## config.mk

```make
export PLATFORM = sky130hd
export DESIGN_NAME = atint_ram
export DESIGN_NICKNAME = d
export VERILOG_FILES = /design/src/hw/rtl/atint_ram.sv
export SDC_FILE = /design/constraint.sdc
export NUM_CORES = 2
export LEC_CHECK = 0
export BUFFER_PORTS_ARGS = -buffer_cell sky130_fd_sc_hd__clkbuf_2
export CAP_MARGIN = 25
export CORE_MARGIN = 2
export CORE_UTILIZATION = 40
export DETAILED_ROUTE_END_ITERATION = 16
export MAX_ROUTING_LAYER = met4
export SYNTH_ARGS = -nofsm -noshare
export SYNTH_HDL_FRONTEND = slang
export SYNTH_SLANG_ARGS = --single-unit
```

## constraint.sdc

```tcl
create_clock -name aclk -period 4.9 [get_ports aclk]
set_input_delay 0.98 -clock aclk [delete_from_list [all_inputs] [get_ports aclk]]
set_output_delay 0.98 -clock aclk [all_outputs]
set_load 0.02 [all_outputs]
```

## src/hw/rtl/atint_ram.sv

```systemverilog
// Generic single-write, single-read RAM with registered read data.
`default_nettype none
module atint_ram #(
    parameter int WIDTH = 8,
    parameter int DEPTH = 256
) (
    input  wire logic                     aclk,
    input  wire logic                     we,
    input  wire logic [$clog2(DEPTH)-1:0] waddr,
    input  wire logic [WIDTH-1:0]         wdata,
    input  wire logic [$clog2(DEPTH)-1:0] raddr,
    output logic      [WIDTH-1:0]         rdata
);
    logic [WIDTH-1:0] mem [DEPTH];

    always_ff @(posedge aclk) begin
        if (we) begin
            mem[waddr] <= wdata;
        end
        rdata <= mem[raddr];
    end
endmodule
`default_nettype wire

```

=== Word-level counts from Yosys, hierarchy flattened ===
Memories as Yosys holds them, arrays and structs flattened. A register that Yosys moved wholly into a read port is not among the register bits.
Index checks and enable logic that the tools add are counted.
Widths: inputs -> output; s select.

* Memories kept: 1
* RAM bits: 2048
* Register bits after elaboration: 0
* Output and inout port bits: 8
* Word-level logic and storage cells: 3
* Bits of input ports: 26

{| class="wikitable"
|+ Memories
! name !! depth !! width !! read ports !! clocked after memory_dff !! wr ports !! line !! RTL
|-
| mem || 256 || 8 || 1 || 1 || 1 || 14 || <nowiki>logic [WIDTH-1:0] mem [DEPTH];</nowiki>
|}

* Multiplexer cells: 2

{| class="wikitable"
|+ Operator list
! kind !! count
|-
| $mux 1 || 2
|}

=== Longest topological paths before layout ===
* Word-level depth: 2
* Gate-level depth with buffers: 11
* Depth with buffers taken out: 6

=== Worst setup path before layout ===
Ideal clock, no wire load.

* Kind: input port to flip-flop
* From: input raddr[0]
* To: register rdata[2], read port of mem
* Slack: 1.982 ns
* Arrival time: 2.787 ns
* Buffers on the path: 4
* Cell stages on the path: 9
* Required time: 4.769 ns
* Setup time: 0.131 ns
* Cells stage by stage: buf_6 buf_12 buf_8 buf_2 mux4_2 a22oi_1 a21oi_1 nor4_1 nor4_2

{| class="wikitable"
|+ RTL lines
! what !! line !! RTL
|-
| start, declared || 11 || <nowiki>input wire logic [$clog2(DEPTH)-1:0] raddr,</nowiki>
|-
| end, declared || 12 || <nowiki>output logic [WIDTH-1:0] rdata</nowiki>
|}

==> run metrics <==
RSZ-0062 raised after global routing=no; initial core utilization=0.4030; Pleak=0.02772 µW; layout cells sized above 1=0.2394; Final nets=3962; Syn Nets=3759; WS Path Type=in2reg; Slew @ Worst Pin=1.286 ns; wire length per cell=29.58 µm; Seq/Total Area, Yosys=0.7750; Post-CTS Setup Bufs=0; Critical Path AT=4.35 ns; Post-CTS Resized=0; WHS Path Cells=1; Placement Cell Area=0.08353 mm²; CP Launch Type=input port; dpl hpwl=124.7 mm; Mapped Cells=3733; Total Routing Usage GR=0.2022; final wirelength=199.8 mm; Clk Latency, worst-skew pair=0.87 ns; fin. max-slew vios=0; dominant cell type by area after synthesis=edfxtp_1; crit-path max FO=29; most frequent cells in the layout=edfxtp_1 (2048), mux4_2 (454), nor2_1 (279); Congestion Overflow GR=0; GR Util met2=0.3127; die height=450.0 µm; max_slew headroom=0.1429; vias=39150; chip width=450.0 µm; Top FF cell, synth=edfxtp_1; Worst Setup End Kind=flip-flop; vias in the first global route=39080; synth top area cells=edfxtp_1 (77%), mux4_2 (13%), mux2i_1 (1.7%); DRC viols=0; Tightest Hold Check Type=in2reg; finished layout cell area=0.09009 mm²; initial drt markers=4632; MaxCap Viol Count=0; IO Port Bufs=33; R2R cell count=6; CTS buffer count=204; synthesized cell area=0.07956 mm²; Detail Route Antenna Nets=0; ys async rst share=0; Site Rows=163; fraction of the cycle the final worst path needs=0.7348; Yosys cell types=55; setup_tns=0 ns; Seq cells post-synth=2056; GRT busiest layer=met2; most common cell after layout, fill and taps aside=edfxtp_1; core area=0.1974 mm²; Total Power=36620 µW; synthesized area per cell=21.31 µm²; Clk pin slew, worst setup/hold paths=0.06 ns; Peak VDD IR=0.4329 mV; Layout fillers=16550; drt pass-1 iters=6; share of the synthesized area in the top cell type=0.7730; status=finished, final reports clean; first-pass GRT wire length=287.7 mm; EDFF count, synth=2048; initial antenna violation count=15; CTS Sinks=2056; fmax=0.2777 GHz; synth warn=0; TritonCTS clock tree=done; largest net degree at the start of global routing=148; GR Layer Usage met1=0.2791; met3 Use GR=0.03603; Power Density=406.5 mW/mm²; Synth-to-Final Area Change=13.25%; endpoints failing setup=0; Setup Skew=0.05725 ns; hold-fix buffer count after cts=0; CTS Buffer Depth=3; Fin. Hold Viols=0; routability congestion estimate=0.8743; CP required=5.65 ns; die area=0.2025 mm²; IO Count=34; vias per inst=5.795; min Tclk post-route=3.601 ns; htree depth=4; hold slack final=0.6419 ns; Root Buffer=clkbuf_16
[synth_stat cells, types with 16 or more instances]
master    count
mux2i_1     134
buf_2        31
a211oi_1     16
nor2_1      282
buf_6        21
edfxtp_1   2048
clkbuf_1    111
nor3_1       22
nor4_1       24
o22ai_1      28
nand3_1      34
a21oi_1      96
nor2b_1      31
buf_1        22
nand2_1      33
mux4_2      454
buf_4        27
o221ai_1     46
a22oi_1     133
[through the flow]
stage / util / std cells / setup slack [ns]
5_1_grt: 0.4563 / 6754 / 1.318
3_3_place_gp: 0.4231 / 6369 / 0.5159
6_report: 0.4564 / 6756 / 1.299
2_1_floorplan: - / 3733 / 1.982
4_1_cts: 0.4562 / 6746 / 1.389
3_5_place_dp: 0.4231 / 6370 / 0.5273
[cells by family after synthesis]
| kind of cell | after synthesis | share of synthesized area |
|---|---|---|
| AOI/OAI and AO/OA | 385 | 0.03419 |
| and+or+nand+nor | 466 | 0.02628 |
| muxes | 591 | 0.1462 |
| buffers and inverters | 235 | 0.01831 |
| DFF | 2056 | 0.7750 |
[final timing paths]
check        slack [ns]   startpoint           to
min reg2reg        1.11   mem[74][6]     rdata[6]
max                1.30     raddr[2]     rdata[3]
max reg2reg        1.93  mem[194][3]     rdata[3]
min                0.64     wdata[1]  mem[208][1]
[where the power goes]
group	switching, µW	internal [µW]	leakage (µW)
Combinational	1180	619	0.00605
Clock	6680	8710	0.00320
Sequential	38.7	19400	0.0185
[critical path, cell delays in order]
cell and delay [ns]:
buf_4 0.50, buf_4 0.44, nor2_2 0.19, buf_12 0.21
a22o_1 0.26, a221oi_1 0.86, o32ai_1 0.42, nor3_1 0.34
nor4_1 0.09
[layout make-up]
class | count | area [µm²] | share of cell area
clock inverter | 112 | 1130 | 0.01254
tap | 2640 | 3303 | 0.03666
multi-input combinational | 1442 | 16480 | 0.1830
inverter | 2 | 7.507 | 0.00008333
antenna | 10 | 25.02 | 0.0002778
sequential | 2056 | 61660 | 0.6844
clock buffer | 264 | 5414 | 0.06009
timing repair buffer | 230 | 2072 | 0.02300
[registers in the layout (all words and copies together) (netlist names)]
register / cells
mem: 2048
rdata: 8
[routing by layer]
layer  wire length, µm  share of wire
met5                 0              0
met3             15280          0.076
met1             83400           0.42
met4              4645          0.023
met2             96510           0.48
Power figures use the tool's default switching activity.
