## config.mk

```make
export PLATFORM = sky130hd
export DESIGN_NAME = atint_queue
export DESIGN_NICKNAME = d
export VERILOG_FILES = /design/src/hw/rtl/atint_pkg.sv /design/src/hw/rtl/atint_queue.sv
export SDC_FILE = /design/constraint.sdc
export NUM_CORES = 1
export LEC_CHECK = 0
export BUFFER_PORTS_ARGS = -buffer_cell sky130_fd_sc_hd__buf_2
export CORE_ASPECT_RATIO = 1.4
export CORE_MARGIN = 1
export CORE_UTILIZATION = 52
export CTS_CLUSTER_SIZE = 8
export DETAILED_ROUTE_END_ITERATION = 6
export PLACE_DENSITY = 0.87
export SYNTH_ARGS = -nofsm -noshare
export SYNTH_HDL_FRONTEND = slang
export SYNTH_SLANG_ARGS = --single-unit
```

## constraint.sdc

```tcl
create_clock -name aclk -period 4.6 [get_ports aclk]
set_input_delay 0.92 -clock aclk [delete_from_list [all_inputs] [get_ports aclk]]
set_output_delay 0.92 -clock aclk [all_outputs]
set_load 0.03 [all_outputs]
```

## src/hw/rtl/atint_pkg.sv

```systemverilog
// Types and constants shared by the adaptive threshold modules.
`default_nettype none
package atint_pkg;

    localparam int POS_W      = 12;
    localparam int PIX_W      = 8;
    localparam int HALF_W     = 3;
    localparam int THR_W      = 16;
    localparam int CFG_W      = 16;
    localparam int TDATA_W    = 24;
    localparam int OUT_POS_W  = 11;
    localparam int JOBQ_DEPTH = 2;

    localparam logic [1:0] REG_FRAME_WIDTH  = 2'd0;
    localparam logic [1:0] REG_FRAME_HEIGHT = 2'd1;
    localparam logic [1:0] REG_WINDOW_SIZE  = 2'd2;
    localparam logic [1:0] REG_THRESHOLD    = 2'd3;

    typedef struct packed {
        logic [POS_W-1:0]  w_m1;
        logic [POS_W-1:0]  h_m1;
        logic [HALF_W-1:0] half;
        logic [THR_W-1:0]  thr;
    } cfg_t;

    typedef struct packed {
        logic [POS_W-1:0] rlo;
        logic [POS_W-1:0] rhi;
        logic [POS_W-1:0] clo;
        logic [POS_W-1:0] chi;
        logic [POS_W-1:0] row;
        logic [3:0]       islot;
        logic [2:0]       pslot;
    } job_t;

    typedef enum logic {
        F_IDLE,
        F_CALC
    } front_state_t;

    typedef enum logic [2:0] {
        B_IDLE,
        B_SETUP,
        B_READ,
        B_DRAIN,
        B_MUL,
        B_OUT
    } back_state_t;

endpackage
`default_nettype wire

```

## src/hw/rtl/atint_queue.sv

```systemverilog
// Short job queue between the front end and the window evaluator.
`default_nettype none
module atint_queue (
    input  wire logic            aclk,
    input  wire logic            aresetn,
    input  wire logic            push,
    input  wire atint_pkg::job_t push_job,
    input  wire logic            pop,
    output atint_pkg::job_t      head,
    output logic                 empty,
    output logic                 full
);
    localparam int D  = atint_pkg::JOBQ_DEPTH;
    localparam int PW = $clog2(D);

    atint_pkg::job_t mem [D];
    logic [PW-1:0]   wr_ptr_reg, rd_ptr_reg;
    logic [PW:0]     count_reg;

    assign empty = (count_reg == '0);
    assign full  = (count_reg == (PW+1)'(D));
    assign head  = mem[rd_ptr_reg];

    always_ff @(posedge aclk) begin
        if (!aresetn) begin
            wr_ptr_reg <= '0;
            rd_ptr_reg <= '0;
            count_reg  <= '0;
        end else begin
            if (push && !full) begin
                wr_ptr_reg <= (wr_ptr_reg == PW'(D - 1)) ? '0 : wr_ptr_reg + 1'b1;
            end
            if (pop && !empty) begin
                rd_ptr_reg <= (rd_ptr_reg == PW'(D - 1)) ? '0 : rd_ptr_reg + 1'b1;
            end
            count_reg <= count_reg + (PW+1)'(push && !full) - (PW+1)'(pop && !empty);
        end
    end

    always_ff @(posedge aclk) begin
        if (push && !full) begin
            mem[wr_ptr_reg] <= push_job;
        end
    end
endmodule
`default_nettype wire

```

## Word level (Yosys, flattened, before mapping)

Memory sizes are Yosys's and may differ from the RTL's. A register that Yosys moved wholly into a read port is not among the register bits.
Index checks and enable logic that the tools add are counted.

| storage, ports and cells | value |
|---|---|
| flip-flop bits (word level) | 4 |
| bits in writable memories | 134 |
| input bits | 71 |
| logic and storage cells | 20 |
| memories | 1 |

Memory list:

| memory | words | width | read ports | clocked after Yosys merged registers in | write ports | RTL line | RTL |
|---|---|---|---|---|---|---|---|
| mem | 2 | 67 | 1 | 1 | 1 | atint_queue.sv:16 | `atint_pkg::job_t mem [D];` |

| cells by class | value |
|---|---|
| add/sub/neg operators | 4 |
| eq/ne operators | 1 |
| multiplexer cells | 6 |
| reductions and logical operators | 5 |

Operators with widths:

| operator | count |
|---|---|
| $mux W1 | 6 |
| $add A1 B1 Y1 const B | 2 |
| $add A2 B1 Y2 | 1 |
| $eq A2 B2 Y1 const B | 1 |
| $logic_and A1 B1 Y1 | 2 |
| $logic_not A1 Y1 | 2 |
| $logic_not A2 Y1 | 1 |
| $sub A2 B1 Y2 | 1 |

## Depth between registers and ports, before layout

| logic depth | value |
|---|---|
| word-level depth | 5 |
| gate-level depth with buffers | 8 |
| depth with buffers taken out | 8 |

## Worst setup path after synthesis

No wires, ideal clock.

| path | value |
|---|---|
| path type | input to register |
| start point | input push |
| end point | memory mem[0][0] (netlist name) (enable) |
| arrival time | 3.813 ns |
| path slack | 0.294 ns |
| stages | 2 |
| buffers on the path | 0 |
| path through | nand2_1 -> nor2_1 |

| between the ends | value |
|---|---|
| word-level cells in the longest chain between the ends | 3 |

RTL lines:

| element | RTL line | RTL |
|---|---|---|
| start: declaration | atint_queue.sv:6 | `input wire logic push,` |
| $logic_and A1 B1 Y1 | atint_queue.sv:41 | `if (push && !full) begin` |
| $mux W1 | atint_queue.sv:41 |  |
| $mux W1 (not written as such) | atint_queue.sv:42 | `mem[wr_ptr_reg] <= push_job;` |
| end: declaration | atint_queue.sv:16 |  |

No other way between the ends.

==> qor.yml <==
run_status:
  status: "finished, final reports clean"
synth:
  async_flop_share: 0
  synth_top_area_share: 0.777
  yosys.area_share.simple: 0.0121
  synth-seq-area-share: 0.796
  synth_area_um2: 5180
  yosysMostFrequentCell: "edfxtp_1"
  ys_warn_count: 0
  synth-edff-count: 134
  syn_area_per_cell_um2: 22.0
  synth_fa_ha_area_frac: 0.00483
  synth_mux_area_frac: 0.169
  synth_flop_cell: "edfxtp_1"
  synth_xor_area_frac: 0.00338
  synth_area_leaders: "edfxtp_1 (78%), mux2_4 (8.7%), mux2_2 (8.0%)"
  synth.net_count: 308
  synth-seq-cells: 139
  ys_types: 19
  syn_inst: 235
  synth_compound_area_frac: 0.00145
  yosys-top-cells-count: "edfxtp_1 (134), mux2_2 (37), mux2_4 (30), dfxtp_1 (5), nor2_1 (5)"
  synth_top_family_by_area: "multiplexers"
  synth_top_area_cell: "edfxtp_1"
grt:
  grt-busiest-layer: "met2"
  grt_use_met3: 0.0653
  first_global_vias: 2660
  grt_max_degree: 68
  use_met2: 0.307
  grt_use_met1: 0.181
  grt_first_pass_wirelength_um: 13000
  antenna_found_initial: 1
  grt.total_usage: 0.179
  gr-total-overflow: 0
clock_network:
  post-cts-setup-buffers: 0
  clk_latency_ns: 0.41
  htreeDepth: 4
  clockRootBuffer: "clkbuf_16"
  cts_resized: 0
  cts_tree: "built"
  cts_buffers: 17
  cts_num_sinks: 139
  hold_buffers: 0
  cts_buffer_depth: 2
  clk_pin_slew_ns: 0.05
critical_path:
  crit_required_ns: 3.68
  cp-endpoint: "head[61]"
  path_cells: "mux2_2, buf_2"
  max_stage_delay_ns: 1.02
  rr_startpoint: "count_reg[0]"
  critical_path_arrival_ns: 2.10
  reg2reg_to: "mem[1][39]"
  critPathBufInv: 1
  cp_top_family: "flip-flops"
  reg2regPathDepth: 3
  crit_fanout: 67
  r2r_setup_slack_ns: 2.29
  slowest_stage: "dfxtp_4"
  crit_type: "flop to output pin"
  cp-start-kind: "flop"
  crit_path_end_kind: "output pin"
  worstSetupPathDepth: 2
timing:
  period_share: 0.656
  max_clock_freq_ghz: 0.332
  setup_tns_ns: 0
  clock_skew_ns: 0.0208
  rsz0062_at_grt: "false"
  fin_crit_ns: 3.02
  slew_headroom: 0.200
  finalSetupViolCount: 0
  maxSlewViolCount: 0
  timing.final.ws_setup_ns: 1.58
  hold_viol_final: 0
  worst_slew_pin_slew_ns: 1.20
power:
  p_leak_nw: 2.61
  ir_drop_mv: 0.561
  sw_frac_of_total: 0.304
  pwr-share-clk: 0.329
  internal_power_mw: 3.13
  p_per_area_nw_per_um2: 675
  p_seq_frac: 0.399
  power_switching_mw: 1.37
  combinationalPowerShare: 0.272
min_path:
  hold_path_class: "flop to flop"
finish:
  area_growth_pct: 28.7
  drive_above_1_share: 0.599
  fin_nets: 461
  largest_reg_flops: 134
route:
  num_vias: 2640
  wl_um: 8890
  route.detailed.drc: 0
  vias_per_cell: 4.94
  first_pass_iters: 4
  wl_per_cell_um: 16.6
  drtIter0Drc: 130
  ant_nets: 0
run:
  max_cap_violations: 0
floorplan:
  io_pins: 140
  rows: 42
  core_um2: 9560
  initial_core_util: 0.542
  chipHeight_um: 120
  dieWidth_um: 86.4
  die_area_um2: 10400
placement:
  place_ws_ns: 1.81
  port_buffers: 139
  dp_hpwl_um: 5680
  place.gp.congestion: 0.689
through the flow:
stage                     area [um^2]  hold WS, ns  power, mW  cells  utilization
final                            6670        0.518       4.50    534        0.697
after global routing             6670        0.536       4.66    533        0.697
after CTS                        6670        0.518       4.54    533        0.697
after detailed placement         6010        0.510       3.06    501        0.629
after global placement           6010        0.493       3.02    501        0.629
after floorplan                  5180        0.455       2.74    235            -
placed cells by master (no fill, tap or decap), types with 3 or more instances in the layout:
master | Yosys | routed
bufinv_16 | 0 | 6
nor2_1 | 5 | 4
edfxtp_1 | 134 | 134
clkbuf_16 | 0 | 17
mux2_2 | 37 | 37
mux2_4 | 30 | 30
inv_1 | 3 | 3
buf_2 | 3 | 139
dfxtp_1 | 5 | 4
clkinv_2 | 0 | 4
worst min path at each step:
stage / cells past startpoint / startpoint / slack [ns] / end
floorplan: 2 / wr_ptr_reg / 0.45 / wr_ptr_reg
global placement: 2 / rd_ptr_reg / 0.49 / flop
detailed placement: 2 / rd_ptr_reg / 0.51 / flop
CTS: 2 / rd_ptr_reg / 0.52 / flop
global route: 2 / rd_ptr_reg / 0.54 / flop
finish: 2 / rd_ptr_reg / 0.52 / flop
routing by layer:
layer / up-vias / routed length [um] / part of all wire
met3: 23 / 497 / 0.056
li1: 1234 / - / -
met2: 104 / 4800 / 0.54
met5: - / 0 / 0
met1: 1279 / 3270 / 0.37
met4: 0 / 322 / 0.036
final cells by class:
cell class	instances	area, um^2
antenna	1	2.50
clock buffer	19	433
clock inverter	13	221
fill	627	2890
inverter	3	11.3
multi-input combinational	86	998
sequential	139	4130
tap	132	165
timing repair buffer	141	711
power groups by stage:
stage	registers [mW]	clock network [mW]	logic, mW
2_1_floorplan	1.71	0	1.03
3_3_place_gp	1.81	0	1.22
3_5_place_dp	1.82	0	1.23
4_1_cts	1.80	1.50	1.24
5_1_grt	1.82	1.55	1.29
6_report	1.80	1.48	1.22
kinds of logic (layout without fill, tap and decap cells):
| group | count (synthesis) | in the layout |
|---|---|---|
| AND/OR/NAND/NOR | 13 | 13 |
| buffers and inverters | 10 | 176 |
| flip-flops | 139 | 139 |
| XOR/XNOR | 2 | 2 |
| adder cells (fa/ha/maj) | 2 | 2 |
| multiplexers | 68 | 68 |
| other | 0 | 1 |
| AO/OA/AOI/OAI | 1 | 1 |
tightest hold or removal path, cell delays in order, from the launching register on:
cell,delay (ns)
dfxtp_1,0.32
xnor2_1,0.09
nor2_1,0.07
Power figures use the tool's default switching activity.
