$ cat src/hw/rtl/atint_pkg.sv
// Types and constants shared by the adaptive threshold modules.
`default_nettype none
package atint_pkg;

    localparam int POS_W      = 12;
    localparam int PIX_W      = 8;
    localparam int HALF_W     = 3;
    localparam int THR_W      = 16;
    localparam int CFG_W      = 16;
    localparam int TDATA_W    = 24;
    localparam int OUT_POS_W  = 11;
    localparam int JOBQ_DEPTH = 2;

    localparam logic [1:0] REG_FRAME_WIDTH  = 2'd0;
    localparam logic [1:0] REG_FRAME_HEIGHT = 2'd1;
    localparam logic [1:0] REG_WINDOW_SIZE  = 2'd2;
    localparam logic [1:0] REG_THRESHOLD    = 2'd3;

    typedef struct packed {
        logic [POS_W-1:0]  w_m1;
        logic [POS_W-1:0]  h_m1;
        logic [HALF_W-1:0] half;
        logic [THR_W-1:0]  thr;
    } cfg_t;

    typedef struct packed {
        logic [POS_W-1:0] rlo;
        logic [POS_W-1:0] rhi;
        logic [POS_W-1:0] clo;
        logic [POS_W-1:0] chi;
        logic [POS_W-1:0] row;
        logic [3:0]       islot;
        logic [2:0]       pslot;
    } job_t;

    typedef enum logic {
        F_IDLE,
        F_CALC
    } front_state_t;

    typedef enum logic [2:0] {
        B_IDLE,
        B_SETUP,
        B_READ,
        B_DRAIN,
        B_MUL,
        B_OUT
    } back_state_t;

endpackage
`default_nettype wire

$ cat src/hw/rtl/atint_front.sv
// Front end: accepts pixels, builds the integral image and issues window jobs.
`default_nettype none
module atint_front #(
    parameter int MAX_WIDTH  = 2048,
    parameter int MAX_HEIGHT = 2048,
    parameter int MAX_WINDOW = 15
) (
    input  wire logic                  aclk,
    input  wire logic                  aresetn,
    input  wire atint_pkg::cfg_t       cfg,
    input  wire logic                  restart,
    input  wire logic                  s_tvalid,
    output logic                       s_tready,
    input  wire logic [7:0]            s_tdata,
    output logic                       int_we,
    output logic [$clog2((MAX_WINDOW+1)*(2**$clog2(MAX_WIDTH)))-1:0] int_waddr,
    output logic [$clog2(longint'(MAX_WIDTH)*MAX_HEIGHT*255+1)-1:0] int_wdata,
    output logic [$clog2((MAX_WINDOW+1)*(2**$clog2(MAX_WIDTH)))-1:0] int_raddr,
    input  wire logic [$clog2(longint'(MAX_WIDTH)*MAX_HEIGHT*255+1)-1:0] int_rdata,
    output logic                       pix_we,
    output logic [$clog2((MAX_WINDOW/2+1)*(2**$clog2(MAX_WIDTH)))-1:0] pix_waddr,
    output logic [7:0]                 pix_wdata,
    input  wire logic                  q_empty,
    output logic                       q_push,
    output atint_pkg::job_t            q_job
);
    localparam int CW       = $clog2(MAX_WIDTH);
    localparam int INT_ROWS = MAX_WINDOW + 1;
    localparam int PIX_ROWS = MAX_WINDOW / 2 + 1;
    localparam int ISW      = $clog2(INT_ROWS);
    localparam int PSW      = (PIX_ROWS > 1) ? $clog2(PIX_ROWS) : 1;
    localparam int IW       = $clog2(longint'(MAX_WIDTH) * MAX_HEIGHT * 255 + 1);
    localparam int IAW      = $clog2(INT_ROWS * (2**CW));
    localparam int PAW      = $clog2(PIX_ROWS * (2**CW));

    atint_pkg::front_state_t state_reg, state_next;

    logic [atint_pkg::POS_W-1:0] row_reg, col_reg;
    logic [ISW-1:0]              islot_reg;
    logic [PSW-1:0]              pslot_reg;
    logic [IW-1:0]               rowsum_reg;
    logic [7:0]                  pix_reg;

    logic                        wrap;
    logic [atint_pkg::POS_W-1:0] row_e, col_e, half12, rlo, clo;
    logic [ISW-1:0]              islot_e, above_slot;
    logic [PSW-1:0]              pslot_e;
    logic [IW-1:0]               above, rowsum_new;
    logic                        accept, rows_ok, cols_ok;

    assign accept = s_tvalid && s_tready;

    // Restart the frame when the stored position falls outside the geometry.
    always_comb begin
        wrap       = (row_reg > cfg.h_m1) || (col_reg > cfg.w_m1);
        row_e      = wrap ? '0 : row_reg;
        col_e      = wrap ? '0 : col_reg;
        islot_e    = wrap ? '0 : islot_reg;
        pslot_e    = wrap ? '0 : pslot_reg;
        above_slot = (islot_e == '0) ? ISW'(INT_ROWS - 1) : islot_e - 1'b1;
        int_raddr  = IAW'({above_slot, col_e[CW-1:0]});
    end

    always_comb begin
        above      = (row_reg != '0) ? int_rdata : '0;
        rowsum_new = ((col_reg == '0) ? '0 : rowsum_reg) + IW'(pix_reg);
        int_wdata  = above + rowsum_new;
        int_waddr  = IAW'({islot_reg, col_reg[CW-1:0]});
        pix_waddr  = PAW'({pslot_reg, col_reg[CW-1:0]});
        pix_wdata  = pix_reg;
        half12     = atint_pkg::POS_W'(cfg.half);
        rows_ok    = (row_reg >= half12) || (row_reg == cfg.h_m1);
        cols_ok    = (col_reg >= half12) || (col_reg == cfg.w_m1);
        rlo        = (row_reg >= half12) ? row_reg - half12 : '0;
        clo        = (col_reg >= half12) ? col_reg - half12 : '0;
        q_job.rlo   = rlo;
        q_job.rhi   = (row_reg == cfg.h_m1) ? row_reg : rlo;
        q_job.clo   = clo;
        q_job.chi   = (col_reg == cfg.w_m1) ? col_reg : clo;
        q_job.row   = row_reg;
        q_job.islot = 4'(islot_reg);
        q_job.pslot = 3'(pslot_reg);
    end

    always_comb begin
        state_next = state_reg;
        s_tready   = 1'b0;
        int_we     = 1'b0;
        pix_we     = 1'b0;
        q_push     = 1'b0;
        case (state_reg)
            atint_pkg::F_IDLE: begin
                s_tready = q_empty;
                if (accept) begin
                    state_next = atint_pkg::F_CALC;
                end
            end
            atint_pkg::F_CALC: begin
                int_we     = 1'b1;
                pix_we     = 1'b1;
                q_push     = rows_ok && cols_ok;
                state_next = atint_pkg::F_IDLE;
            end
            default: state_next = atint_pkg::F_IDLE;
        endcase
    end

    always_ff @(posedge aclk) begin
        if (!aresetn) begin
            state_reg <= atint_pkg::F_IDLE;
        end else begin
            state_reg <= state_next;
        end
    end

    always_ff @(posedge aclk) begin
        if (!aresetn || restart) begin
            row_reg   <= '0;
            col_reg   <= '0;
            islot_reg <= '0;
            pslot_reg <= '0;
        end else if (accept) begin
            row_reg   <= row_e;
            col_reg   <= col_e;
            islot_reg <= islot_e;
            pslot_reg <= pslot_e;
        end else if (state_reg == atint_pkg::F_CALC) begin
            // Advance to the next raster position.
            if (col_reg == cfg.w_m1) begin
                col_reg <= '0;
                if (row_reg == cfg.h_m1) begin
                    row_reg   <= '0;
                    islot_reg <= '0;
                    pslot_reg <= '0;
                end else begin
                    row_reg   <= row_reg + 1'b1;
                    islot_reg <= (islot_reg == ISW'(INT_ROWS - 1)) ? '0 : islot_reg + 1'b1;
                    pslot_reg <= (pslot_reg == PSW'(PIX_ROWS - 1)) ? '0 : pslot_reg + 1'b1;
                end
            end else begin
                col_reg <= col_reg + 1'b1;
            end
        end
    end

    always_ff @(posedge aclk) begin
        if (accept) begin
            pix_reg <= s_tdata;
        end
        if (state_reg == atint_pkg::F_CALC) begin
            rowsum_reg <= rowsum_new;
        end
    end
endmodule
`default_nettype wire

$ cat config.mk
export PLATFORM = sky130hd
export DESIGN_NAME = atint_front
export DESIGN_NICKNAME = d
export VERILOG_FILES = /design/src/hw/rtl/atint_pkg.sv /design/src/hw/rtl/atint_front.sv
export SDC_FILE = /design/constraint.sdc
export NUM_CORES = 1
export LEC_CHECK = 0
export ABC_AREA = 0
export BUFFER_PORTS_ARGS = -buffer_cell sky130_fd_sc_hd__buf_2
export CAP_MARGIN = 10
export CORE_MARGIN = 4
export CORE_UTILIZATION = 48
export CTS_CLUSTER_DIAMETER = 150
export DETAILED_ROUTE_END_ITERATION = 10
export PLACE_DENSITY = 0.81
export SYNTH_ARGS = -nofsm -noshare
export SYNTH_HDL_FRONTEND = slang
export SYNTH_SLANG_ARGS = --single-unit
$ cat constraint.sdc
create_clock -name aclk -period 5.56 [get_ports aclk]
set_input_delay 0.556 -clock aclk [delete_from_list [all_inputs] [get_ports aclk]]
set_output_delay 0.556 -clock aclk [all_outputs]
set_load 0.05 [all_outputs]
## Word-level counts from Yosys, hierarchy flattened

Cells that the tools add are included.

- Register bits: 70
- Input bits: 86
- Output and inout bits: 153
- Word-level logic and storage cells: 75

- $add $sub $neg: 9
- Magnitude comparators: 4
- Eq/ne operators: 5
- Muxes and demuxes: 33
- Bitwise logic cells: 1
- Reductions and logical operators: 15

Operators with widths:

| kind | number |
|---|---|
| $mux 12 | 13 |
| $mux 30 | 2 |
| $add 30x30->30 | 1 |
| $add 30x8->30 | 1 |
| $mux 4 | 7 |
| $add 12x1->12 const B | 2 |
| $eq 12x12->1 | 2 |
| $ge 12x3->1 | 2 |
| $gt 12x12->1 | 2 |
| $sub 12x3->12 | 2 |
| $mux 3 | 6 |
| $logic_not 12->1 | 1 |
| $reduce_bool 12->1 | 1 |
| $add 4x1->4 const B | 1 |
| $eq 4x4->1 const B | 1 |
| $logic_not 4->1 | 1 |
| $logic_or 1x1->1 | 4 |
| $mux 1 | 4 |
| $reduce_and 2->1 | 2 |
| $reduce_bool 2->1 | 2 |
| $sub 4x1->4 const B | 1 |
| $add 3x1->3 const B | 1 |
| $eq 3x3->1 const B | 1 |
| $reduce_and 3->1 | 1 |
| other kinds (5) | 6 |

## Depth between registers and ports, before layout

- Depth after elaboration: 6
- Depth in mapped cells: 26
- Gate-level depth less buffers: 25

## Worst setup path after synthesis

OpenSTA, ideal clock, no wires.

- Path kind: register to output
- Start: register col_reg[0] in the netlist's numbering
- End: output port int_wdata[24]
- Arrival: 5964 ps
- Required time: 5004 ps
- Slack: -960 ps
- Cell stages (with the launch flop): 25
- Buffers on the path: 1
- Path through: dfxtp_1 > inv_1 > ha_1 > or4b_1 > nor3_4 > clkbuf_1 > nor2b_1 > ha_1 > inv_1 > fa_1 > nor2b_1 > o21ai_0 > a21boi_0 > o21a_1 > o211a_1 > nand2_1 > xor2_1 > nor2_1 > ha_1 > a21oi_1 > nand2_1 > a211oi_1 > a21oi_1 > o41a_1 > a221oi_1

- Cells in the longest elaborated chain, start to end: 4

Ends and longest elaborated chain:

| item | line | text |
|---|---|---|
| start, declared | atint_front.sv:38 | `logic [atint_pkg::POS_W-1:0] row_reg, col_reg;` |
| start signal, assigned | atint_front.sv:124 | `col_reg <= col_e;` |
| start signal, assigned | atint_front.sv:141 | `col_reg <= col_reg + 1'b1;` |
| $logic_not 12->1 | atint_front.sv:66 | `rowsum_new = ((col_reg == '0) ? '0 : rowsum_reg) + IW'(pix_reg);` |
| $mux 30 | atint_front.sv:66 |  |
| $add 30x8->30 | atint_front.sv:66 |  |
| named net rowsum_new[10] | atint_front.sv:48 | `logic [IW-1:0] above, rowsum_new;` |
| $add 30x30->30 | atint_front.sv:67 | `int_wdata = above + rowsum_new;` |
| end, declared | atint_front.sv:17 | `output logic [$clog2(longint'(MAX_WIDTH)*MAX_HEIGHT*255+1)-1:0] int_wdata,` |

The timed path passes the listed nets, and every way through them passes these cells.

## Worst setup path after layout

- Start: register col_reg[0] in the netlist's numbering
- End: output port int_wdata[26]

Same word-level chain as after synthesis.

==> summary.md <==
| Metric | Value |
|---|---|
| Type of the worst setup path | `reg -> out` |
| Cts hold-fix bufs | `0` |
| Status | `finished, violations left` |
| Syn avg cell area | `7.80 um^2` |
| Num ports | `239` |
| Max FO, Critical Path | `8` |
| Top cells by area, synth | `edfxtp_1 (15%), ha_1 (13%), dfxtp_1 (8.7%)` |
| Initial antenna violation count | `0` |
| Final setup viols | `18` |
| Finished Layout Cells | `1421` |
| Vias post-DR | `7952` |
| Delay-heaviest family, CP | `compound AO/OA/AOI/OAI gates` |
| Final Hold Vio Count | `0` |
| Synthesized area | `7390 um^2` |
| DIE AREA | `17400 um^2` |
| Fin Hold WS | `0.379 ns` |
| CORE AREA | `15100 um^2` |
| Number of global-route vias before repair | `7518` |
| Worst path max stage delay | `0.47 ns` |
| Reg clk slew, reported paths | `0.06 ns` |
| Post-route ant nets | `0` |
| CP bufs+invs | `3` |
| Share of the synthesized area in the top cell type | `0.154` |
| Post-synth net total | `1114` |
| Initial core utilization | `0.488` |
| Final Worst Setup Slack | `-0.607 ns` |
| Worst-Skew Late Latency | `0.35 ns` |
| Die X | `132 um` |
| Total track usage | `0.252` |
| P&R area growth vs syn | `39.9%` |
| # port buffers | `222` |
| # fillers | `1138` |
| Post-synth EDFFs | `38` |
| Max Cap Viol | `0` |
| Max_slew headroom | `0.470` |
| Setup Skew | `0.00764 ns` |
| Final GP Congestion | `0.901` |
| Critical-path cell list | `inv_2 > ha_4 > or4b_4 > nor3_4 > buf_6 > nor2b_1 > ha_1 > o21ai_0 > nor2_1 > o31ai_2 > a21o_2 > or3_1 > a21oi_2 > ha_1 > a21oi_2 > o21ai_1 > a21o_1 > a21o_1 > o41a_1 > a211o_1 > a21oi_4 > xnor2_4 > buf_6` |
| N_diodes | `0` |
| DR iter-0 viols | `619` |
| Largest net degree at the start of global routing | `39` |
| Main synth FF type | `edfxtp_1` |
| Pwr Total | `0.00164 W` |
| Final min period | `6.17 ns` |
| Yosys warns | `0` |
| CTS root buf | `clkbuf_16` |
| Routed len/inst | `16.7 um` |
| Area of the multi-input gates | `5610 um^2` |
| FMAX | `162 MHz` |
| Crit end category | `output pin` |
| Hpwl dp | `16.9 mm` |
| Slowest stage cell on the critical path | `or4b_4` |
| Final Max Tran Viols | `0` |
| CTS tree | `built` |
| Placed cells | `1380` |
| Register area | `1790 um^2` |
| Failing checks | `negative setup slack` |
| CTS H-tree lvls | `3` |
| Die H | `132 um` |
| Tcrit/Tclk final | `1.11` |
| PD cells | `159 nW/um^2` |
| First-pass GRT wire length | `36.5 mm` |
| Leakage | `5.17 nW` |
| Max reg flops | `30` |
| HP Class | `in -> reg` |
| Drt via density | `5.60` |
| Post-synth cell types | `72` |
| NumNets Final | `1394` |
| Startpoint Class | `flop` |
| Num CTS Buffers | `9` |
| Clock sinks | `70` |
| Post-synthesis cell count | `948` |
| Critical Path RT | `5.00 ns` |
| Worst VDD drop | `0.000148 V` |
| Standard-cell rows | `45` |
| Final Core Density | `0.683` |
| Fraction of layout cells with a size suffix above 1 | `0.375` |
| Final Routed Wirelength | `23.7 mm` |
| Async S/R FF share, synth | `0` |
| Largest area contributor in the netlist | `edfxtp_1` |
| Register area share after synthesis | `0.241` |
| CP arrival | `5.61 ns` |
| Clk buf depth | `2` |
| First-pass DRT Iterations | `6` |
| #FFs+latches synth | `70` |
| Worst slew pin tran | `0.795 ns` |
| Residual DRC | `0` |
| RSZ-0062 raised after global routing | `yes` |
| GR Overflow Total | `0` |
-- worst paths after layout --
kind	end	depth (start not counted)	from	slack [ns]
setup / recovery	int_wdata[26]	23	col_reg[0]$_SDFFE_PP0P_	-0.61
hold / removal	pix_wdata[1]$_DFFE_PP_	1	s_tdata[1]	0.38
setup reg to reg	rowsum_reg[25]$_DFFE_PP_	15	col_reg[0]$_SDFFE_PP0P_	1.63
hold reg to reg	pslot_reg[1]$_SDFFE_PP0P_	2	pslot_reg[1]$_SDFFE_PP0P_	0.51
-- layout by cell type (no fill, tap or decap), types with 4 or more instances in the layout --
cell,count
nor2b_1,20
buf_4,112
o21ai_1,8
a31oi_1,6
a21oi_2,19
nand2_1,80
a211oi_1,5
buf_6,29
a21o_1,22
xnor2_1,29
mux2_2,4
nor3_1,19
xnor2_2,8
nor4_1,7
nand3b_1,7
ha_4,5
edfxtp_1,38
a21oi_1,44
and3_1,11
inv_1,44
nand3_1,19
buf_2,201
a211o_1,4
and4_1,4
xor2_1,19
clkbuf_16,9
o31ai_1,16
and2_1,47
nand2b_1,10
ha_1,69
o21bai_1,5
inv_2,5
o21ai_0,38
nor2_1,98
o21a_1,5
xor2_2,5
dfxtp_1,30
or3_1,12
nand4_1,18
-- power by group --
group	internal, W	switching (W)	leakage (nW)
clock	0.000417	0.000226	0.162
sequential	0.000554	0.00000757	0.615
combinational	0.000137	0.000302	4.39
total	0.00111	0.000536	5.17
-- final cells by class --
class	count	area share
clock inverter	5	0.00786
multi-input combinational	754	0.542
clock buffer	11	0.0244
tap	188	0.0227
inverter	50	0.0181
timing repair buffer	343	0.212
sequential	70	0.173
-- metrics by stage --
step                area (um^2)  worst slack, ns  TNS (ns)
detailed placement         9300           -0.348     -2.36
CTS                       10000           -0.443     -3.30
finish                    10300           -0.607     -6.57
floorplan                  7650           -0.191    -0.416
global placement           9300           -0.229     -1.10
global route              10300           -0.832    -11.40
-- routing by layer --
metal | GRT usage | vias up | share of wire
met5 | 0 | - | 0
met4 | 0.0753 | 0 | 0.023
met3 | 0.0393 | 43 | 0.062
met2 | 0.453 | 312 | 0.51
met1 | 0.310 | 3706 | 0.41
li1 | - | 3891 | -
-- cells by family (layout without fill, tap and decap cells) --
family	after synthesis	in the layout	synth area share
compound gates	218	218	0.188
xor+xnor	65	65	0.0770
fa+ha+maj	80	80	0.139
buf+inv	124	409	0.0797
flops	70	70	0.241
mux	7	7	0.0102
simple gates	384	384	0.265
-- what timing repair did --
action,CTS,global route
gates resized for setup,90,45
endpoints found under the setup margin,19,21
buffers inserted,12,14
pin swaps,44,37
-- cell usage after synthesis, types with 6 or more instances --
cell type and n:
edfxtp_1 38, nor2b_1 22, o31ai_1 17, nand2_1 82, nand3_1 19, or3_1 12
a211oi_1 8, dfxtp_1 32, a21o_1 23, nand4_1 18, ha_1 76, nor2_1 101
xnor2_1 40, o21ai_0 50, buf_4 30, nor3_1 23, nand2b_1 12, clkbuf_1 38
and2_1 47, nand3b_1 7, xor2_1 25, a31oi_1 6, inv_1 48, and3_1 11
nor4_1 8, a21oi_1 65
Power figures use the tool's default switching activity.
