### src/hw/rtl/atint_pkg.sv
// Types and constants shared by the adaptive threshold modules.
`default_nettype none
package atint_pkg;

    localparam int POS_W      = 12;
    localparam int PIX_W      = 8;
    localparam int HALF_W     = 3;
    localparam int THR_W      = 16;
    localparam int CFG_W      = 16;
    localparam int TDATA_W    = 24;
    localparam int OUT_POS_W  = 11;
    localparam int JOBQ_DEPTH = 2;

    localparam logic [1:0] REG_FRAME_WIDTH  = 2'd0;
    localparam logic [1:0] REG_FRAME_HEIGHT = 2'd1;
    localparam logic [1:0] REG_WINDOW_SIZE  = 2'd2;
    localparam logic [1:0] REG_THRESHOLD    = 2'd3;

    typedef struct packed {
        logic [POS_W-1:0]  w_m1;
        logic [POS_W-1:0]  h_m1;
        logic [HALF_W-1:0] half;
        logic [THR_W-1:0]  thr;
    } cfg_t;

    typedef struct packed {
        logic [POS_W-1:0] rlo;
        logic [POS_W-1:0] rhi;
        logic [POS_W-1:0] clo;
        logic [POS_W-1:0] chi;
        logic [POS_W-1:0] row;
        logic [3:0]       islot;
        logic [2:0]       pslot;
    } job_t;

    typedef enum logic {
        F_IDLE,
        F_CALC
    } front_state_t;

    typedef enum logic [2:0] {
        B_IDLE,
        B_SETUP,
        B_READ,
        B_DRAIN,
        B_MUL,
        B_OUT
    } back_state_t;

endpackage
`default_nettype wire

### src/hw/rtl/atint_back.sv
// Back end: walks the released pixels of a job, sums each window and decides it.
`default_nettype none
module atint_back #(
    parameter int MAX_WIDTH  = 2048,
    parameter int MAX_HEIGHT = 2048,
    parameter int MAX_WINDOW = 15
) (
    input  wire logic            aclk,
    input  wire logic            aresetn,
    input  wire atint_pkg::cfg_t cfg,
    input  wire atint_pkg::job_t job,
    input  wire logic            q_empty,
    output logic                 q_pop,
    output logic [$clog2((MAX_WINDOW+1)*(2**$clog2(MAX_WIDTH)))-1:0] int_raddr,
    input  wire logic [$clog2(longint'(MAX_WIDTH)*MAX_HEIGHT*255+1)-1:0] int_rdata,
    output logic [$clog2((MAX_WINDOW/2+1)*(2**$clog2(MAX_WIDTH)))-1:0] pix_raddr,
    input  wire logic [7:0]      pix_rdata,
    output logic                 m_tvalid,
    input  wire logic            m_tready,
    output logic [atint_pkg::TDATA_W-1:0] m_tdata,
    output logic                 m_tlast
);
    localparam int CW       = $clog2(MAX_WIDTH);
    localparam int INT_ROWS = MAX_WINDOW + 1;
    localparam int PIX_ROWS = MAX_WINDOW / 2 + 1;
    localparam int ISW      = $clog2(INT_ROWS);
    localparam int PSW      = (PIX_ROWS > 1) ? $clog2(PIX_ROWS) : 1;
    localparam int IW       = $clog2(longint'(MAX_WIDTH) * MAX_HEIGHT * 255 + 1);
    localparam int IAW      = $clog2(INT_ROWS * (2**CW));
    localparam int PAW      = $clog2(PIX_ROWS * (2**CW));
    localparam int PW       = atint_pkg::POS_W;

    // Step back d rows from slot s in a ring of n rows.
    function automatic logic [4:0] ring_back(input logic [4:0] s, input logic [4:0] d,
                                             input logic [4:0] n);
        logic [5:0] t;
        t = (s >= d) ? {1'b0, s} - {1'b0, d} : {1'b0, s} + {1'b0, n} - {1'b0, d};
        return t[4:0];
    endfunction

    atint_pkg::back_state_t state_reg, state_next;

    logic [PW-1:0]  r_reg, c_reg, r1_reg, c1_reg, r2_reg, c2_reg, c1m1_reg;
    logic [ISW-1:0] slot_r2_reg, slot_t_reg;
    logic [PSW-1:0] slot_p_reg;
    logic           has_top_reg, has_left_reg;
    logic [1:0]     idx_reg;
    logic [IW-1:0]  acc_reg;
    logic [7:0]     pix_reg;
    logic [7:0]     cnt_reg;
    logic [15:0]    prod_l_reg;
    logic [32:0]    prod_r_reg;
    logic           m_tvalid_reg, out_last_reg, out_fg_reg;
    logic [atint_pkg::OUT_POS_W-1:0] out_row_reg, out_col_reg;

    logic [PW-1:0]  half12, r1, c1, r2, c2;
    logic [PW:0]    r_sum, c_sum;
    logic [4:0]     d2, dt, dp;
    logic [1:0]     term;
    logic [IW-1:0]  acc_next;
    logic           out_free, is_last;
    logic [3:0]     rows_n, cols_n;

    assign out_free = !m_tvalid_reg || m_tready;
    assign is_last  = (r_reg == job.rhi) && (c_reg == job.chi);

    // Window corners of the current pixel, clipped at the frame edges.
    always_comb begin
        half12 = PW'(cfg.half);
        r1     = (r_reg >= half12) ? r_reg - half12 : '0;
        c1     = (c_reg >= half12) ? c_reg - half12 : '0;
        r_sum  = {1'b0, r_reg} + (PW+1)'(cfg.half);
        c_sum  = {1'b0, c_reg} + (PW+1)'(cfg.half);
        r2     = (r_sum > {1'b0, cfg.h_m1}) ? cfg.h_m1 : r_sum[PW-1:0];
        c2     = (c_sum > {1'b0, cfg.w_m1}) ? cfg.w_m1 : c_sum[PW-1:0];
        d2     = 5'(job.row - r2);
        dt     = 5'(job.row - r1 + 1'b1);
        dp     = 5'(job.row - r_reg);
        rows_n = 4'(r2_reg - r1_reg + 1'b1);
        cols_n = 4'(c2_reg - c1_reg + 1'b1);
    end

    // Corner reads in order: bottom right, top right, bottom left, top left.
    always_comb begin
        case (idx_reg)
            2'd0:    int_raddr = IAW'({slot_r2_reg, c2_reg[CW-1:0]});
            2'd1:    int_raddr = IAW'({slot_t_reg, c2_reg[CW-1:0]});
            2'd2:    int_raddr = IAW'({slot_r2_reg, c1m1_reg[CW-1:0]});
            default: int_raddr = IAW'({slot_t_reg, c1m1_reg[CW-1:0]});
        endcase
        pix_raddr = PAW'({slot_p_reg, c_reg[CW-1:0]});
        term      = (state_reg == atint_pkg::B_DRAIN) ? 2'd3 : idx_reg - 2'd1;
        case (term)
            2'd0:    acc_next = acc_reg + int_rdata;
            2'd1:    acc_next = has_top_reg ? acc_reg - int_rdata : acc_reg;
            2'd2:    acc_next = has_left_reg ? acc_reg - int_rdata : acc_reg;
            default: acc_next = (has_top_reg && has_left_reg) ? acc_reg + int_rdata : acc_reg;
        endcase
    end

    always_comb begin
        state_next = state_reg;
        q_pop      = 1'b0;
        case (state_reg)
            atint_pkg::B_IDLE: begin
                if (!q_empty) begin
                    state_next = atint_pkg::B_SETUP;
                end
            end
            atint_pkg::B_SETUP: state_next = atint_pkg::B_READ;
            atint_pkg::B_READ: begin
                if (idx_reg == 2'd3) begin
                    state_next = atint_pkg::B_DRAIN;
                end
            end
            atint_pkg::B_DRAIN: state_next = atint_pkg::B_MUL;
            atint_pkg::B_MUL:   state_next = atint_pkg::B_OUT;
            atint_pkg::B_OUT: begin
                if (out_free) begin
                    q_pop      = is_last;
                    state_next = is_last ? atint_pkg::B_IDLE : atint_pkg::B_SETUP;
                end
            end
            default: state_next = atint_pkg::B_IDLE;
        endcase
    end

    always_ff @(posedge aclk) begin
        if (!aresetn) begin
            state_reg    <= atint_pkg::B_IDLE;
            m_tvalid_reg <= 1'b0;
        end else begin
            state_reg <= state_next;
            if (state_reg == atint_pkg::B_OUT && out_free) begin
                m_tvalid_reg <= 1'b1;
            end else if (m_tready) begin
                m_tvalid_reg <= 1'b0;
            end
        end
    end

    always_ff @(posedge aclk) begin
        case (state_reg)
            atint_pkg::B_IDLE: begin
                r_reg <= job.rlo;
                c_reg <= job.clo;
            end
            atint_pkg::B_SETUP: begin
                r1_reg       <= r1;
                c1_reg       <= c1;
                r2_reg       <= r2;
                c2_reg       <= c2;
                c1m1_reg     <= c1 - 1'b1;
                has_top_reg  <= (r1 != '0);
                has_left_reg <= (c1 != '0);
                slot_r2_reg  <= ISW'(ring_back(5'(job.islot), d2, 5'(INT_ROWS)));
                slot_t_reg   <= ISW'(ring_back(5'(job.islot), dt, 5'(INT_ROWS)));
                slot_p_reg   <= PSW'(ring_back(5'(job.pslot), dp, 5'(PIX_ROWS)));
                idx_reg      <= 2'd0;
                acc_reg      <= '0;
            end
            atint_pkg::B_READ: begin
                idx_reg <= idx_reg + 2'd1;
                if (idx_reg == 2'd0) begin
                    cnt_reg <= rows_n * cols_n;
                end else begin
                    acc_reg <= acc_next;
                end
                if (idx_reg == 2'd1) begin
                    pix_reg <= pix_rdata;
                end
            end
            atint_pkg::B_DRAIN: acc_reg <= acc_next;
            atint_pkg::B_MUL: begin
                prod_l_reg <= pix_reg * cnt_reg;
                prod_r_reg <= acc_reg[15:0] * (17'h10000 - {1'b0, cfg.thr});
            end
            atint_pkg::B_OUT: begin
                if (out_free) begin
                    out_row_reg  <= atint_pkg::OUT_POS_W'(r_reg);
                    out_col_reg  <= atint_pkg::OUT_POS_W'(c_reg);
                    out_fg_reg   <= {1'b0, prod_l_reg, 16'h0000} > prod_r_reg;
                    out_last_reg <= is_last;
                    if (c_reg == job.chi) begin
                        c_reg <= job.clo;
                        r_reg <= r_reg + 1'b1;
                    end else begin
                        c_reg <= c_reg + 1'b1;
                    end
                end
            end
            default: ;
        endcase
    end

    assign m_tvalid = m_tvalid_reg;
    assign m_tdata  = {1'b0, out_fg_reg, out_col_reg, out_row_reg};
    assign m_tlast  = out_last_reg;
endmodule
`default_nettype wire

### config.mk
export PLATFORM = sky130hd
export DESIGN_NAME = atint_back
export DESIGN_NICKNAME = d
export VERILOG_FILES = /design/src/hw/rtl/atint_pkg.sv /design/src/hw/rtl/atint_back.sv
export SDC_FILE = /design/constraint.sdc
export NUM_CORES = 1
export LEC_CHECK = 0
export BUFFER_PORTS_ARGS = -buffer_cell sky130_fd_sc_hd__buf_2
export CAP_MARGIN = 20
export CORE_UTILIZATION = 55
export CTS_CLUSTER_SIZE = 24
export DETAILED_ROUTE_END_ITERATION = 10
export PLACE_DENSITY_LB_ADDON = 0.12
export REMOVE_ABC_BUFFERS = 1
export SYNTH_ARGS = -nofsm -noshare
export SYNTH_HDL_FRONTEND = slang
export SYNTH_SLANG_ARGS = --single-unit
### constraint.sdc
create_clock -name aclk -period 19.2 [get_ports aclk]
set_clock_uncertainty 0.2 [all_clocks]
set_input_delay 0.96 -clock aclk [delete_from_list [all_inputs] [get_ports aclk]]
set_output_delay 0.96 -clock aclk [all_outputs]
set_load 0.02 [all_outputs]
After elaboration in Yosys (flattened, before gate mapping). Index checks and enable logic that the tools add are counted.

Equality and inequality tests: 17. Mux-type cells: 31. $mul: 3. Add/subtract/negate cells: 28. Reductions and logical operators: 21. Order comparisons: 8.

Operator list (count): $pmux 30 s3 (2); $mux 30 (4); $mux 12 (6); $pmux 12 s2 (2); $pmux 15 s3 (1); $gt 32x33->1 (1); $mul 17x18->33 (1); $add 30x30->30 (1); $sub 30x30->30 (1); $add 12x3->13 (2); $gt 13x12->1 (2); $add 12x1->12 const B (2); $eq 12x12->1 (2); $ge 12x3->1 (2); $reduce_bool 12->1 (2); $sub 12x3->12 (2); $sub 4x4->4 (6); $pmux 3 s6 (1); $sub 17x16->18 const A (1); $mul 8x8->16 (1); $sub 5x5->5 (3); $add 4x1->4 const B (3); $mux 3 (4); $mux 11 (1); 29 further kinds (55).

Output and inout bits: 56. Input port bits: 152. Word-level logic and storage cells: 132. Flip-flop bits (word level): 196.

Depth between registers and ports, before layout.
Depth in word-level cells: 6. Gate-level depth with buffers: 28. Gate-level depth less buffers: 27.

Worst setup path before layout. No wires, ideal clock.

Path kind: input-to-reg. Start point: input cfg[3] in the netlist's numbering. End point: register prod_r_reg[31] (data pin). Path buffers: 1. Stages: 26. Arrival: 7.352 ns. Slack: 11.391 ns. Setup time: 0.258 ns. Required time: 18.742 ns. Cell sequence: nor2_1 > nand4_1 > nand2b_1 > nor4_1 > xnor2_1 > clkbuf_1 > and2_1 > fa_1 > inv_1 > fa_1 > inv_1 > fa_1 > fa_1 > fa_1 > inv_1 > fa_1 > inv_1 > ha_1 > a21oi_1 > nor2_1 > a211oi_1 > or3b_1 > o221a_2 > a211o_1 > a21oi_2 > xnor2_1.

Cells in the longest elaborated chain, start to end: 2.

Ends and longest elaborated chain: start: declaration (RTL line atint_back.sv:10) `input wire atint_pkg::cfg_t cfg,`; $sub 17x16->18 (RTL line atint_back.sv:176) `prod_r_reg <= acc_reg[15:0] * (17'h10000 - {1'b0, cfg.thr});`; $mul 17x18->33 (RTL line atint_back.sv:176); end signal: assignment (RTL line atint_back.sv:176); end: declaration (RTL line atint_back.sv:52) `logic [32:0] prod_r_reg;`.

Every way passes these cells. A chain may end at the register's enable or synchronous reset.

Worst setup path in the final report.
Start point: input cfg[0] in the netlist's numbering. End point: register prod_r_reg[31] (data pin).

The elaborated chain is that of the path after synthesis.

==> metrics.md <==
| Metric | Value |
|---|---|
| Status | finished with violations |
| Violated checks | design-rule violations |
| Worst-margin pin slew | around 1200 ps |
| Initial antenna violation count | 2 |
| Reg2Reg Depth | 19 |
| Area share of the largest cell type after synthesis | 0.223 |
| Seq/Total Area, Yosys | 0.226 |
| Die width | 211 um |
| Filler cells | 3780 |
| Final weighted congestion of routability-driven global placement | 0.896 |
| Critical R2R Launch | acc_reg[9] |
| Cell count after synthesis | 2533 |
| DRT iter0 DRCs | 949 |
| Area growth, synth to finish | 8.53% |
| Final Cycle Share | 0.437 |
| Hold WC Path Type | reg2reg |
| Pwr dens | 189 mW/mm^2 |
| R2R Setup Slk | 12210 ps |
| Worst reg2reg endpoint | prod_r_reg[31] |
| Critical Path RT | 19220 ps |
| Post-CTS setup-driven buffer insertion count | 0 |
| Setup crit start | cfg[0] |
| DRC Markers | 1 |
| Fraction of layout cells with a size suffix above 1 | 0.109 |
| Antenna viol nets, final | 0 |
| CTS tree | done |
| Slew Limit Headroom | 0.219 |
| Final core utilization | 0.605 |
| Clk sinks | 182 |
| Leak | 0.0126 uW |
| FP Rows | 76 |
| Synth top area cells | edfxtp_1, fa_1, ha_1, inv_1, and2_1 |
| Max-Cap Viols | 0 |
| Max rail drop VDD | ~0.27 mV |
| Clock tree root driver cell | clkbuf_16 |
| Cts hold-fix bufs | 0 |
| Number of synthesized flops with an enable pin | 178 |
| Final nets | 3345 |
| Total grt overflow | 0 |
| PortBufs | 184 |
| Most common cell in the netlist | inv_1 |
| Starting Density | 0.557 |
| PostCTS Resize Cnt | 0 |
| Top Ports | 208 |
| Final setup vio count | 0 |
| Final hold violation count | 0 |
| Routed WL per cell | 16.8 um |
| Synthesis Warnings | 0 |
| Crit end category | flip-flop |
| Clk slew on worst S/H paths | 70 ps |
| Die ar. | ~0.044 sq mm |
| Synth top cells by count | inv_1, ha_1, fa_1 |
| Clk Latency, worst-skew pair | 470 ps |
| Seq. cell area | around 0.0054 sq mm |
| Area leader, netlist | edfxtp_1 |
| Post-synth top flop | edfxtp_1 |
| Mapped Avg Cell Area | between 9 and 10 sq um |
| Max Slew Vio Count | 0 |
| Antenna cells | 0 |
| Via-per-instance ratio | 5.46 |
| CP Capture Point | prod_r_reg[31] |
| Routed wire length | 54500 um |
| Crit start category | input port |
| Vias in the first global route | 18500 |
| Via Count | 17800 |
| Final min period | 8380 ps |
| Number of synthesized register bits | 182 |
| Worst Path Max Fanout | 17 |
| Max clock buf depth | 2 |
| RSZ-0062 raised after global routing | false |
| Largest net degree at the start of global routing | 50 |
| Maximum clock frequency | 119 MHz |
| Core Area | between 0.04 and 0.05 sq mm |
| Fraction of registers with async set/reset | 0 |
| Critical path type | in2reg |
| Multi-input gate area | 0.0164 sq mm |
| Count of cell types in the netlist | 80 |
| WP data arrival | between 8000 and 9000 ps |
| GRT Overall Usage | 0.257 |
| First-pass GRT wire length | about 90000 um |
| Syn Std Cell Area | around 0.024 sq mm |
| Final HPWL DP | 43800 um |
| Die Y | 211 um |
| H-tree Lvls | 4 |
| Pre-Repair DR Iteration Count | 8 |
| Max reg flops | 33 |
| TNS Setup | 0 ps |
| CTS Buf Count | 17 |
## power breakdown
| group | switching (uW) | internal [uW] | leakage (uW) | total, uW |
|---|---|---|---|---|
| logic | 2170 | 1600 | 0.0106 | 3770 |
| clock network | 172 | 201 | 0.000304 | 374 |
| registers | 76.2 | 684 | 0.00168 | 760 |
## kinds of logic (layout without fill, tap and decap cells)
kind of cell             Yosys count  in the layout  synth area share
flip-flops                       182            182             0.226
multiplexers                      24             24            0.0110
XOR/XNOR                         171            171            0.0625
AO/OA/AOI/OAI                    312            312            0.0870
AND/OR/NAND/NOR                  740            740             0.155
other                              1              1          0.000157
buffers and inverters            562            694            0.0926
adder cells (fa/ha/maj)          541            541             0.365
## layout make-up
type | count | share of cell area
Inverter | 464 | 0.0675
Clock buffer | 18 | 0.0169
Tap cell | 585 | 0.0281
Timing Repair Buffer | 198 | 0.0395
Sequential cell | 182 | 0.209
Clock inverter | 14 | 0.00722
Multi-Input combinational cell | 1789 | 0.632
## critical path, cell delays in order
cell and delay, ps:
buf_2 290, inv_1 150, ha_1 300, nand4_1 240, nor2_1 130, xnor2_2 740, nand2_1 180, fa_1 530
fa_1 490, inv_1 50, fa_1 540, fa_1 450, fa_1 550, inv_1 50, fa_1 540, inv_1 50
ha_1 380, a21oi_1 160, nor2_1 60, a211oi_1 340, or3b_1 400, o221a_2 300, a211o_1 280, a21oi_2 150
xnor2_1 70
## routing by layer
metal	GRT usage	part of all wire	wire, um	vias to the layer above
li1	-	-	-	8414
met2	0.447	0.50	27200	452
met1	0.322	0.42	23100	8798
met3	0.0479	0.057	3080	82
met4	0.0847	0.020	1110	4
met5	0	0.00042	23	-
## placed cells by master, fill, tap and decap left out, drive strengths merged, types with 5 or more instances in the layout
| master | Yosys | routed |
|---|---|---|
| o31ai | 8 | 8 |
| nand4 | 17 | 17 |
| nor2b | 19 | 19 |
| or2 | 13 | 13 |
| and2 | 184 | 184 |
| nand2b | 20 | 20 |
| nor3 | 28 | 28 |
| a22o | 15 | 15 |
| nor4 | 16 | 16 |
| or3 | 8 | 8 |
| a21boi | 5 | 5 |
| xor2 | 57 | 57 |
| mux2 | 15 | 15 |
| nand3 | 36 | 36 |
| ha | 278 | 278 |
| edfxtp | 178 | 178 |
| o21a | 10 | 10 |
| a21o | 36 | 36 |
| clkbuf | 75 | 18 |
| clkinv | 0 | 6 |
| buf | 23 | 198 |
| o21ai | 52 | 52 |
| and3 | 19 | 19 |
| inv | 463 | 468 |
| nand2 | 252 | 252 |
| xnor2 | 114 | 114 |
| o21bai | 11 | 11 |
| a221oi | 8 | 8 |
| nand3b | 5 | 5 |
| mux2i | 9 | 9 |
| nor2 | 107 | 107 |
| o221ai | 5 | 5 |
| a21oi | 100 | 100 |
| a31oi | 10 | 10 |
| o211ai | 6 | 6 |
| a211oi | 8 | 8 |
| fa | 263 | 263 |
## worst min path at each step
| stage | from | endpoint | slack [ps] | cells after the start |
|---|---|---|---|---|
| detailed placement | c_reg[0] | out_col_reg[0] | 450 | 0 |
| global route | pix_rdata[5] | pix_reg[5] | 460 | 1 |
| CTS | pix_rdata[7] | pix_reg[7] | 440 | 1 |
| floorplan | r_reg[0] | out_row_reg[0] | 390 | 0 |
| global placement | c_reg[0] | out_col_reg[0] | 450 | 0 |
| finish | c_reg[0] | out_col_reg[0] | 460 | 0 |
## metrics by stage
| step | hold slack (ps) | setup WS (ps) | area (sq um) | std cells | total power (uW) |
|---|---|---|---|---|---|
| after CTS | 438 | 10890 | 26000 | 3249 | 4980 |
| after detailed placement | 452 | 10370 | 25400 | 3217 | 4570 |
| after floorplan | 387 | 11080 | 23500 | 2435 | 3670 |
| after global routing | 458 | 10450 | 26000 | 3250 | 5470 |
| final | 463 | 10820 | 26000 | 3250 | 4910 |
| after global placement | 449 | 10480 | 25400 | 3217 | 4510 |
No activity file was read; power rests on OpenSTA's default activity.
